<file path="config.mk">
export PLATFORM = sky130hd
export DESIGN_NAME = dpwp_front
export DESIGN_NICKNAME = d
export VERILOG_FILES = /design/src/dpwp_pkg.sv /design/src/dpwp_front.sv
export SDC_FILE = /design/constraint.sdc
export NUM_CORES = 1
export LEC_CHECK = 0
export BUFFER_PORTS_ARGS = -buffer_cell sky130_fd_sc_hd__buf_4
export CAP_MARGIN = 40
export CORE_AREA = 2 2 188 190
export DETAILED_ROUTE_END_ITERATION = 8
export DIE_AREA = 0 0 190 192
export PLACE_DENSITY = 0.93
export SYNTH_ARGS = -nofsm -noshare
export SYNTH_HDL_FRONTEND = slang
export SYNTH_SLANG_ARGS = --single-unit
</file>
<file path="constraint.sdc">
create_clock -name clk_i -period 9.08 [get_ports clk_i]
set_input_delay 0.908 -clock clk_i [delete_from_list [all_inputs] [get_ports clk_i]]
set_output_delay 0.908 -clock clk_i [all_outputs]
set_load 0.02 [all_outputs]
</file>
<file path="src/dpwp_pkg.sv">
// package for the depth pixel to world point block: constants, types and helpers
`default_nettype none

package dpwp_pkg;

  localparam int IMAGE_COLS = 640;
  localparam int IMAGE_ROWS = 480;
  localparam int SKIP_STEP  = 1;

  localparam int SKIP_SHIFT = 16;
  localparam int SKIP_RECIP = ((1 << SKIP_SHIFT) + SKIP_STEP - 1) / SKIP_STEP;

  localparam logic [3:0] REG_DEPTH_UNIT  = 4'd0;
  localparam logic [3:0] REG_INV_FOCAL_X = 4'd1;
  localparam logic [3:0] REG_INV_FOCAL_Y = 4'd2;
  localparam logic [3:0] REG_CENTER_X    = 4'd3;
  localparam logic [3:0] REG_CENTER_Y    = 4'd4;
  localparam logic [3:0] REG_MIN_DEPTH   = 4'd5;
  localparam logic [3:0] REG_MAX_DEPTH   = 4'd6;
  localparam logic [3:0] REG_EDGE_MARGIN = 4'd7;

  localparam logic OP_PIXEL = 1'b0;
  localparam logic OP_POSE  = 1'b1;

  localparam int POSE_WORDS = 12;

  typedef struct packed {
    logic [23:0] depth_unit;
    logic [23:0] inv_focal_x;
    logic [23:0] inv_focal_y;
    logic [13:0] center_x;
    logic [13:0] center_y;
    logic [23:0] min_depth;
    logic [23:0] max_depth;
    logic [5:0]  edge_margin;
  } cfg_t;

  typedef struct packed {
    logic               is_pose;
    logic [3:0]         slot;
    logic [31:0]        value;
    logic [23:0]        depth;
    logic               clamped;
    logic signed [14:0] dx;
    logic signed [14:0] dy;
  } front_item_t;

  typedef struct packed {
    logic               is_pose;
    logic [3:0]         slot;
    logic [31:0]        value;
    logic signed [31:0] cam_x;
    logic signed [31:0] cam_y;
    logic [23:0]        depth;
    logic               clamped;
  } cam_item_t;

  // margin window and skip grid test for one coordinate
  function automatic logic on_grid(input logic [9:0] pos, input logic [12:0] size,
                                   input logic [5:0] margin);
    logic [13:0] upper;
    logic [9:0]  offset;
    logic [31:0] prod;
    logic [15:0] quot;
    logic [31:0] back;
    upper  = 14'(pos) + 14'(margin);
    offset = pos - 10'(margin);
    prod   = 32'(offset) * 32'(SKIP_RECIP);
    quot   = prod[31:16];
    back   = 32'(quot) * 32'(SKIP_STEP);
    return (pos >= 10'(margin)) && (upper < 14'(size)) && (back == 32'(offset));
  endfunction

  function automatic logic [31:0] sat37(input logic signed [36:0] v);
    if (v > 37'sd2147483647) begin
      return 32'h7FFF_FFFF;
    end else if (v < -37'sd2147483648) begin
      return 32'h8000_0000;
    end
    return v[31:0];
  endfunction

endpackage

`default_nettype wire

</file>
<file path="src/dpwp_front.sv">
// front stages: margin and grid filter, depth scaling, clamp and near drop
`default_nettype none

module dpwp_front (
  input  wire logic                 clk_i,
  input  wire logic                 rst_ni,
  input  wire dpwp_pkg::cfg_t       cfg_i,
  input  wire logic                 in_valid_i,
  output logic                      in_ready_o,
  input  wire logic                 op_i,
  input  wire logic [9:0]           col_i,
  input  wire logic [8:0]           row_index_i,
  input  wire logic [15:0]          raw_depth_i,
  input  wire logic [3:0]           pose_slot_i,
  input  wire logic [31:0]          pose_value_i,
  output logic                      out_valid_o,
  output dpwp_pkg::front_item_t     out_item_o,
  input  wire logic                 out_ready_i
);

  logic               s1_valid_q, s1_valid_d;
  logic               s1_pose_q;
  logic [3:0]         s1_slot_q;
  logic [31:0]        s1_value_q;
  logic [39:0]        s1_scaled_q, s1_scaled_d;
  logic               s1_zero_q;
  logic signed [14:0] s1_dx_q, s1_dx_d;
  logic signed [14:0] s1_dy_q, s1_dy_d;

  logic                  s2_valid_q, s2_valid_d;
  dpwp_pkg::front_item_t s2_item_q, s2_item_d;

  logic        en1, en2;
  logic        keep1, col_ok, row_ok;
  logic [40:0] rounded;
  logic [32:0] depth_full;
  logic        clamp, near;

  assign en2        = !s2_valid_q || out_ready_i;
  assign en1        = !s1_valid_q || en2;
  assign in_ready_o = en1;

  // stage 1
  always_comb begin
    col_ok = dpwp_pkg::on_grid(col_i, 13'(dpwp_pkg::IMAGE_COLS), cfg_i.edge_margin);
    row_ok = dpwp_pkg::on_grid({1'b0, row_index_i}, 13'(dpwp_pkg::IMAGE_ROWS),
                               cfg_i.edge_margin);
    if (op_i == dpwp_pkg::OP_POSE) begin
      keep1 = pose_slot_i < 4'(dpwp_pkg::POSE_WORDS);
    end else begin
      keep1 = col_ok && row_ok;
    end
    s1_valid_d  = in_valid_i && keep1;
    s1_scaled_d = 40'(raw_depth_i) * 40'(cfg_i.depth_unit);
    s1_dx_d     = $signed({1'b0, col_i, 4'b0000}) - $signed({1'b0, cfg_i.center_x});
    s1_dy_d     = $signed({2'b00, row_index_i, 4'b0000}) - $signed({1'b0, cfg_i.center_y});
  end

  always_ff @(posedge clk_i or negedge rst_ni) begin
    if (!rst_ni) begin
      s1_valid_q <= 1'b0;
    end else if (en1) begin
      s1_valid_q <= s1_valid_d;
    end
  end

  always_ff @(posedge clk_i) begin
    if (en1 && in_valid_i) begin
      s1_pose_q   <= op_i;
      s1_slot_q   <= pose_slot_i;
      s1_value_q  <= pose_value_i;
      s1_scaled_q <= s1_scaled_d;
      s1_zero_q   <= raw_depth_i == 16'd0;
      s1_dx_q     <= s1_dx_d;
      s1_dy_q     <= s1_dy_d;
    end
  end

  // stage 2
  always_comb begin
    rounded    = 41'(s1_scaled_q) + 41'd128;
    depth_full = rounded[40:8];
    clamp      = s1_zero_q || (depth_full > 33'(cfg_i.max_depth));
    near       = !clamp && (depth_full < 33'(cfg_i.min_depth));
    s2_valid_d = s1_valid_q && (s1_pose_q || !near);
    s2_item_d.is_pose = s1_pose_q;
    s2_item_d.slot    = s1_slot_q;
    s2_item_d.value   = s1_value_q;
    s2_item_d.depth   = clamp ? cfg_i.max_depth : depth_full[23:0];
    s2_item_d.clamped = clamp;
    s2_item_d.dx      = s1_dx_q;
    s2_item_d.dy      = s1_dy_q;
  end

  always_ff @(posedge clk_i or negedge rst_ni) begin
    if (!rst_ni) begin
      s2_valid_q <= 1'b0;
    end else if (en2) begin
      s2_valid_q <= s2_valid_d;
    end
  end

  always_ff @(posedge clk_i) begin
    if (en2 && s1_valid_q) begin
      s2_item_q <= s2_item_d;
    end
  end

  assign out_valid_o = s2_valid_q;
  assign out_item_o  = s2_item_q;

endmodule

`default_nettype wire

</file>
Word-level counts from Yosys, hierarchy flattened
Cells that the tools add are included.
{"block": "word_totals", "wordCells": 48, "register_bits": 202}
{"block": "op_classes", "n_mul": 1, "n_mux": 2, "add_sub_neg": 5, "n_lt_le_gt_ge": 7, "n_reduce_logical": 17}
{"op": "$add 40x8->41 const B", "n": 1}
{"op": "$mul 16x24->40", "n": 1}
{"op": "$gt 33x24->1", "n": 1}
{"op": "$lt 33x24->1", "n": 1}
{"op": "$mux 24", "n": 1}
{"op": "$logic_not 16->1", "n": 1}
{"op": "$sub 13x14->15", "n": 1}
{"op": "$sub 14x14->15", "n": 1}
{"op": "$add 10x6->11", "n": 1}
{"op": "$lt 11x10->1 const B", "n": 1}
{"op": "$add 9x6->10", "n": 1}
{"op": "$ge 10x6->1", "n": 1}
{"op": "$lt 10x9->1 const B", "n": 1}
{"op": "$ge 9x6->1", "n": 1}
{"op": "$logic_and 1x1->1", "n": 8}
{"op": "$logic_not 1->1", "n": 4}
{"op": "$logic_or 1x1->1", "n": 4}
{"op": "$lt 4x4->1 const B", "n": 1}
{"op": "$mux 1", "n": 1}

Logic depth before layout (Yosys ltp)
Gate-level depths: netlist (run 1).
{"block": "logic_depth", "ltp_word": 8, "mapped_depth": 24}

Worst setup path before layout (run 1)
Ideal clock, no wire load.
{"block": "synth_timing", "kind": "input-to-reg", "startpoint": "in raw_depth_i[9]", "endpoint": "reg s1_scaled_q[39], data pin", "arrival_time_ns": 6.687, "slack_ns": 2.131, "cell_stages": 23, "cell_sequence": "clkbuf_1 -> clkbuf_1 -> nand2_1 -> fa_1 -> inv_1 -> fa_1 -> inv_1 -> fa_1 -> inv_1 -> fa_1 -> fa_1 -> inv_1 -> fa_1 -> inv_1 -> ha_1 -> a211oi_1 -> o21ai_0 -> nor3b_1 -> or3_1 -> o21ai_0 -> o21ai_0 -> a41oi_1 -> xnor2_1"}
{"block": "synth_between", "elab_chain_cells": 1}
{"element": "from (decl)", "line_no": "dpwp_front.sv:13", "text": "input wire logic [15:0] raw_depth_i,"}
{"element": "$mul 16x24->40", "line_no": "dpwp_front.sv:54", "text": "s1_scaled_d = 40'(raw_depth_i) * 40'(cfg_i.depth_unit);"}
{"element": "via s1_scaled_d[39]", "line_no": "dpwp_front.sv:25", "text": "logic [39:0] s1_scaled_q, s1_scaled_d;"}
{"element": "to (signal assigned)", "line_no": "dpwp_front.sv:72", "text": "s1_scaled_q <= s1_scaled_d;"}
{"element": "to (decl)", "line_no": "dpwp_front.sv:25"}
The timed path passes the listed nets, and every way through them passes these cells.
A chain may end at the register's enable or synchronous reset.

Final worst setup path (run 1)
{"block": "layout_timing", "startpoint": "in raw_depth_i[6]", "endpoint": "reg s1_scaled_q[38], data pin"}
Same word-level chain as after synthesis.

==> results.md, run 1 <==
- Status: completed
- Minimum clock period: 6.93 ns
- DIE WIDTH: 190 µm
- Sequential-to-total area share from yosys stat: 26.9%
- H-tree depth: 4
- Layout cell share with drive strength beyond 1: 15.0%
- GRT Overall Usage: 32.6%
- CTS tree: done
- PortBufs: 275
- Yosys top cell area share: 28.1%
- Post-CTS setup buffer count: 0
- VDD IR max: 555 µV
- Most frequent CP cell: fa_1
- Full die area: 36500 µm²
- Via density: 5.85
- Worst min-delay path category: input port to async pin
- Setup Skew: 0.0131 ns
- Crit path DAT: 7.11 ns
- Antenna Nets Post-Route: 0
- CP Cell Sequence: buf_4 -> nand2_1 -> fa_1 -> inv_1 -> fa_1 -> inv_1 -> fa_1 -> inv_1 -> fa_1 -> fa_1 -> inv_1 -> fa_1 -> inv_1 -> ha_1 -> and3_1 -> nand2_1 -> or2_2 -> a2111oi_0 -> nor2_1 -> a21boi_0 -> a31oi_1 -> xnor2_1
- Final setup fails: 0
- Cts hold-fix bufs: 0
- Post-cts repair resize count: 0
- Worst-Margin Slew: 0.726 ns
- Top post-synthesis cells by area: fa_1 (28%), edfxtp_1 (27%), ha_1 (12%)
- Worst skew pair latency: 0.44 ns
- Number of synthesized flops with an enable pin: 193
- Inserted Clock Buffers: 17
- Flops & latches, synth: 195
- RSZ-0062 raised after global routing: false
- Largest net degree at the start of global routing: 57
- Startpoint Class: input port
- Core outline area: 34300 µm²
- # DRC: 0
- Critical Path RT: 9.26 ns
- Syn Area/Cell: 10.3 µm²
- IO Pins: 324
- Ys Warns: 0
- Max clock buf depth: 2
- Max FO, Critical Path: 25
- CP max stage cell: fa_1
- Synth-to-Final Area Change: 14.0%
- HPWL Detailed: 43.6 mm
- Leakage: 0.0120 µW
- Biggest area consumer among synthesized cells: fa_1
- CTS root buffer: clkbuf_16
- Rows: 68
- Mapped cell area: 21700 µm²
- Most common flop cell mapped by yosys: edfxtp_1
- DRT Wirelength: 58.1 mm
- Post-synthesis async set-or-reset flop share: 1.03%
- Drt first pass iters: 8
- Routed length per instance: 20.6 µm
- Routability cong.: 0.913
- Cell variety after synth: 59
- DR iter-0 viols: 1352
- Fmax: 0.144 GHz
- Initial antenna violation count: 2
- CTS clk-pin slew, worst paths: 0.08 ns
- Die Y: 192 µm
- CP endpoint kind: register
- Worst Slack Setup Final: 2.15 ns
- NumNets Final: 3087
- Worst reg-to-reg setup slack: 4.18 ns
- Vias: 16500
- Crit Path Category: input port to register
- Slew Limit Fails: 0
- PwrDens: 395 nW/µm²
- Number of global-route vias before repair: 17900
- Clock sinks: 195
- Setup Slack @ Placement: 1.75 ns
- First-pass GRT wire length: 92.1 mm
- Fin crit share: 76.3%
- Final hold vios: 0
- Synth Instances: 2113
- Syn_nets: 2850
- CP peak stage delay: 0.56 ns
- Max_cap viols: 0
- Relative slew slack: 51.0%
- Starting Density: 63.3%
- Congestion Overflow GR: 0
- Setup TNS: 0 ns
worst max-delay path, delay by kind of cell:
kind	cells	cell delay, ns
AOI/OAI and AO/OA	3	1.00
adders and majority gates	7	3.54
and+or+nand+nor	5	0.91
buffers and inverters	6	0.58
xor gates and xnor gates	1	0.15
area by class of cell:
| cell class | count | area (µm²) |
|---|---|---|
| Tap cell | 455 | 569 |
| Multi-Input combinational cell | 1408 | 14000 |
| Clock inverter | 13 | 136 |
| Clock buffer | 19 | 433 |
| Timing Repair Buffer | 281 | 2130 |
| Antenna cell | 2 | 5.00 |
| Sequential cell | 195 | 5850 |
| Fill cell | 2095 | 9540 |
| Inverter | 447 | 1680 |
per-stage QoR:
stage / cell area, µm² / power (µW) / cells / utilization [%] / hold WS [ns]
after global routing: 24800 / 10700 / 2820 / 72.2 / 0.228
after global placement: 24100 / 8520 / 2784 / 70.4 / 0.400
after floorplan: 21700 / 7010 / 2113 / - / 0.400
after CTS: 24700 / 9660 / 2817 / 72.2 / 0.228
after detailed placement: 24200 / 8860 / 2785 / 70.5 / 0.405
final: 24800 / 9770 / 2820 / 72.2 / 0.240
routing by layer:
metal  vias to the layer above  wire [µm]  global-route usage, %
li1                       7150          -                      -
met1                      7962      20700                   39.0
met2                      1157      28400                   56.0
met3                       219       6230                   7.53
met4                         0       2740                   15.6
met5                         -          0                      0
synth_stat cells (3+ instances only):
| library cell | number |
|---|---|
| nor2b_1 | 11 |
| nor4_1 | 6 |
| nor3_1 | 22 |
| nor3b_1 | 3 |
| fa_1 | 305 |
| nand3_1 | 26 |
| o21bai_1 | 7 |
| o2111ai_1 | 4 |
| ha_1 | 202 |
| o211ai_1 | 4 |
| o21a_1 | 8 |
| clkbuf_1 | 61 |
| o21ai_0 | 34 |
| inv_1 | 447 |
| nand2b_1 | 7 |
| a21boi_0 | 4 |
| edfxtp_1 | 193 |
| nor2_1 | 51 |
| or3_1 | 5 |
| mux2_2 | 6 |
| and2_1 | 159 |
| nand2_1 | 271 |
| xnor2_1 | 54 |
| a31oi_1 | 8 |
| a21o_1 | 34 |
| mux2_4 | 18 |
| a211oi_1 | 9 |
| a2111oi_0 | 6 |
| a21oi_1 | 56 |
| xor2_1 | 24 |
| nand4_1 | 21 |
| and3_1 | 6 |
state kept, by name, indices dropped and copies added, names as in the netlist:
signal	cells
out_item_o	92
s1_scaled_q	33
s1_value_q	32
s1_dx_q	15
s1_dy_q	15
s1_slot_q	4
out_valid_o	1
s1_pose_q	1
s1_valid_q	1
s1_zero_q	1
power by group:
part           leakage (µW)  internal, µW  total (µW)  switching [µW]
clock              0.000275           388         737             349
combinational       0.00985          3070        7410            4330
sequential          0.00187          1520        1620             107
total                0.0120          4980        9770            4790
final timing paths:
path / startpoint / to / depth (start not counted)
max in group asynchronous: rst_ni / out_valid_o / 1
min in group clk_i: s1_value_q[5] / out_item_o[60] / 0
hold / removal: rst_ni / s1_valid_q / 1
setup / recovery: raw_depth_i[6] / s1_scaled_q[38] / 22
setup reg to reg: s1_scaled_q[8] / out_item_o[35] / 17
hold reg to reg: s1_value_q[5] / out_item_o[60] / 0
cell usage in the layout (no fill, tap or decap), types with 6 or more instances in the layout:
cell type / instances
ha_1: 202
inv_1: 447
o21ai_0: 34
buf_4: 279
and3_1: 6
and2_1: 159
clkbuf_16: 17
a211oi_1: 9
o21bai_1: 7
nand2b_1: 7
mux2_2: 6
nor2_1: 51
nor4_1: 6
a21o_1: 34
nand3_1: 26
a31oi_1: 8
fa_1: 305
xor2_1: 24
nand4_1: 21
edfxtp_1: 193
nand2_1: 271
xnor2_1: 54
a21oi_1: 55
nor3_1: 22
o21a_1: 8
nor2b_1: 10
mux2_4: 18
cell families (layout without fill, tap and decap cells):
| kind of cell | count (synthesis) | in the layout | share of synthesized area, % |
|---|---|---|---|
| and+or+nand+nor | 608 | 608 | 14.0 |
| buffers and inverters | 510 | 760 | 8.89 |
| adders and majority gates | 507 | 507 | 39.8 |
| DFF | 195 | 195 | 26.9 |
| AOI/OAI and AO/OA | 189 | 189 | 5.63 |
| xor gates and xnor gates | 78 | 78 | 3.15 |
| muxes | 26 | 26 | 1.65 |
| other | 0 | 2 | 0 |
Note: power is estimated with default switching activity, not from simulation.
==> inputs of run 2 (changes only) <==
--- a/config.mk
+++ b/config.mk
@@ -7,10 +7,10 @@
 export LEC_CHECK = 0
 export BUFFER_PORTS_ARGS = -buffer_cell sky130_fd_sc_hd__buf_4
 export CAP_MARGIN = 40
-export CORE_AREA = 2 2 188 190
+export CORE_AREA = 2 2 194 196
 export DETAILED_ROUTE_END_ITERATION = 8
-export DIE_AREA = 0 0 190 192
-export PLACE_DENSITY = 0.93
+export DIE_AREA = 0 0 196 198
+export PLACE_DENSITY = 0.88
 export SYNTH_ARGS = -nofsm -noshare
 export SYNTH_HDL_FRONTEND = slang
 export SYNTH_SLANG_ARGS = --single-unit
==> constraint.sdc (replaced) <==
create_clock -name clk_i -period 7.2 [get_ports clk_i]
set_input_delay 0.72 -clock clk_i [delete_from_list [all_inputs] [get_ports clk_i]]
set_output_delay 0.72 -clock clk_i [all_outputs]
set_load 0.02 [all_outputs]
==> results.md, run 2 (same netlist as run 1, synthesis figures left out) <==
- Status: completed
- Commonest non-fill, non-tap cell in the layout: inv_1
- DRT Wirelength: 54.4 mm
- Initial antenna violation count: 0
- DIE WIDTH: 196 µm
- Setup Slack @ Placement: 0.0312 ns
- Congestion Overflow GR: 0
- Final hold vios: 0
- Max FO, Critical Path: 16
- Antenna Nets Post-Route: 0
- Setup Skew: 0.0138 ns
- Worst r2r src: s1_scaled_q[7]
- H-tree depth: 4
- Cts hold-fix bufs: 0
- NumNets Final: 3100
- Most frequent CP cell: fa_1
- DP Area: 24300 µm²
- Die Y: 198 µm
- IO Pins: 324
- Layout cell share with drive strength beyond 1: 15.4%
- CP Cell Sequence: buf_4 -> and2_1 -> fa_1 -> inv_1 -> fa_1 -> inv_1 -> fa_1 -> fa_1 -> fa_1 -> inv_1 -> fa_1 -> inv_1 -> ha_1 -> and3_1 -> nand2_1 -> or2_2 -> a2111oi_0 -> nor2_1 -> a21boi_0 -> a31oi_1 -> xnor2_1
- Final core occ: 67.5%
- Crit Path Category: input port to register
- Worst-Margin Slew: 0.732 ns
- CP peak stage delay: 0.57 ns
- Routed length per instance: 19.1 µm
- Clock sinks: 195
- Critical Path RT: 7.39 ns
- Startpoint Class: input port
- Commonest cells after routing, fill and taps aside: inv_1 (447), fa_1 (305), buf_4 (293)
- Fmax: 0.147 GHz
- P_int: 6360 µW
- Worst Slack Setup Final: 0.394 ns
- Max_cap viols: 0
- RSZ-0062 raised after global routing: false
- Full die area: 38800 µm²
- CP max stage cell: fa_1
- Via density: 5.60
- PortBufs: 275
- Number of global-route vias before repair: 17000
- Leakage: 0.0121 µW
- PwrDens: 488 nW/µm²
- Switching Fraction: 47.7%
- Max reg flops: 92
- First-pass GRT wire length: 86.7 mm
- Inserted Clock Buffers: 17
- Largest net degree at the start of global routing: 57
- Power share of the combinational group: 74.9%
- Post-CTS setup buffer count: 0
- Routability cong.: 0.988
- WP buf/inv: 5
- Final setup fails: 0
- GRT Overall Usage: 28.7%
- VDD IR max: 598 µV
- Setup TNS: 0 ns
- CTS root buffer: clkbuf_16
- Worst skew pair latency: 0.45 ns
- Worst min-delay path category: input port to async pin
- # DRC: 0
- Starting Density: 58.7%
- Max clock buf depth: 2
- HPWL Detailed: 42.9 mm
- CP endpoint kind: register
- Fin crit share: 94.5%
- Crit path DAT: 7.00 ns
- Slew Limit Fails: 0
- DR iter-0 viols: 1221
- Minimum clock period: 6.81 ns
- Critical path's top delay family: adder cells
- CTS tree: done
- Seq pwr share: 16.8%
- Synth-to-Final Area Change: 14.8%
- Setup crit start: cfg_i[140]
- Drt first pass iters: 6
- Vias: 16000
- Core outline area: 37000 µm²
- Fin area: 24900 µm²
- Clock network power share: 8.3%
- Rows: 71
- Post-cts repair resize count: 0
- Worst reg-to-reg setup slack: 2.34 ns
- CTS clk-pin slew, worst paths: 0.08 ns
- Psw: 5800 µW
- Total power: 12200 µW
- Relative slew slack: 50.5%
run 2: changes by cell type in the layout (fill, tap and decap cells not counted):
cell,change
a2111oi_1,-1
clkbuf_2,-1
buf_4,+14
bufinv_16,+3
clkinv_2,-1
clkinv_4,-2
diode_2,-1
inv_6,-1
a2111oi_0,+1
run 2: path summary, 6_finish.rpt:
kind,to,cells after the start
worst max-delay path,s1_scaled_q[38],21
worst min-delay path,out_valid_o,1
worst max register to register,out_item_o[32],17
worst min register to register,out_item_o[25],0
max in group asynchronous,s1_valid_q,1
min in group clk_i,out_item_o[25],0
run 2: area by class of cell:
class / instances / area [µm²]
Timing Repair Buffer: 294 / 2230
Antenna cell: 1 / 2.50
Clock buffer: 19 / 433
Fill cell: 2613 / 12000
Multi-Input combinational cell: 1408 / 14000
Sequential cell: 195 / 5850
Inverter: 447 / 1680
Tap cell: 474 / 593
Clock inverter: 12 / 195
run 2: metal layers:
layer | wire, µm | up-vias | GRT usage, %
met2 | 27000 | 807 | 50.2
met5 | 0 | - | 0
met1 | 20600 | 7836 | 34.7
met4 | 1490 | 0 | 10.2
met3 | 5380 | 124 | 7.00
li1 | - | 7185 | -
run 2: power groups by stage:
stage / combinational, µW / clock (µW) / sequential [µW]
after floorplan: 6730 / 0 / 2110
after global placement: 8590 / 0 / 2050
after detailed placement: 8940 / 0 / 2060
after CTS: 9020 / 1030 / 2040
after global routing: 10300 / 1060 / 2060
final: 9110 / 1010 / 2040
run 2: stage by stage:
| stage | hold WS, ns | instances |
|---|---|---|
| 6_report | 0.0415 | 2850 |
| 5_1_grt | 0.0267 | 2849 |
| 4_1_cts | 0.0241 | 2849 |
| 3_5_place_dp | 0.405 | 2818 |
| 3_3_place_gp | 0.400 | 2817 |
| 2_1_floorplan | 0.400 | 2113 |
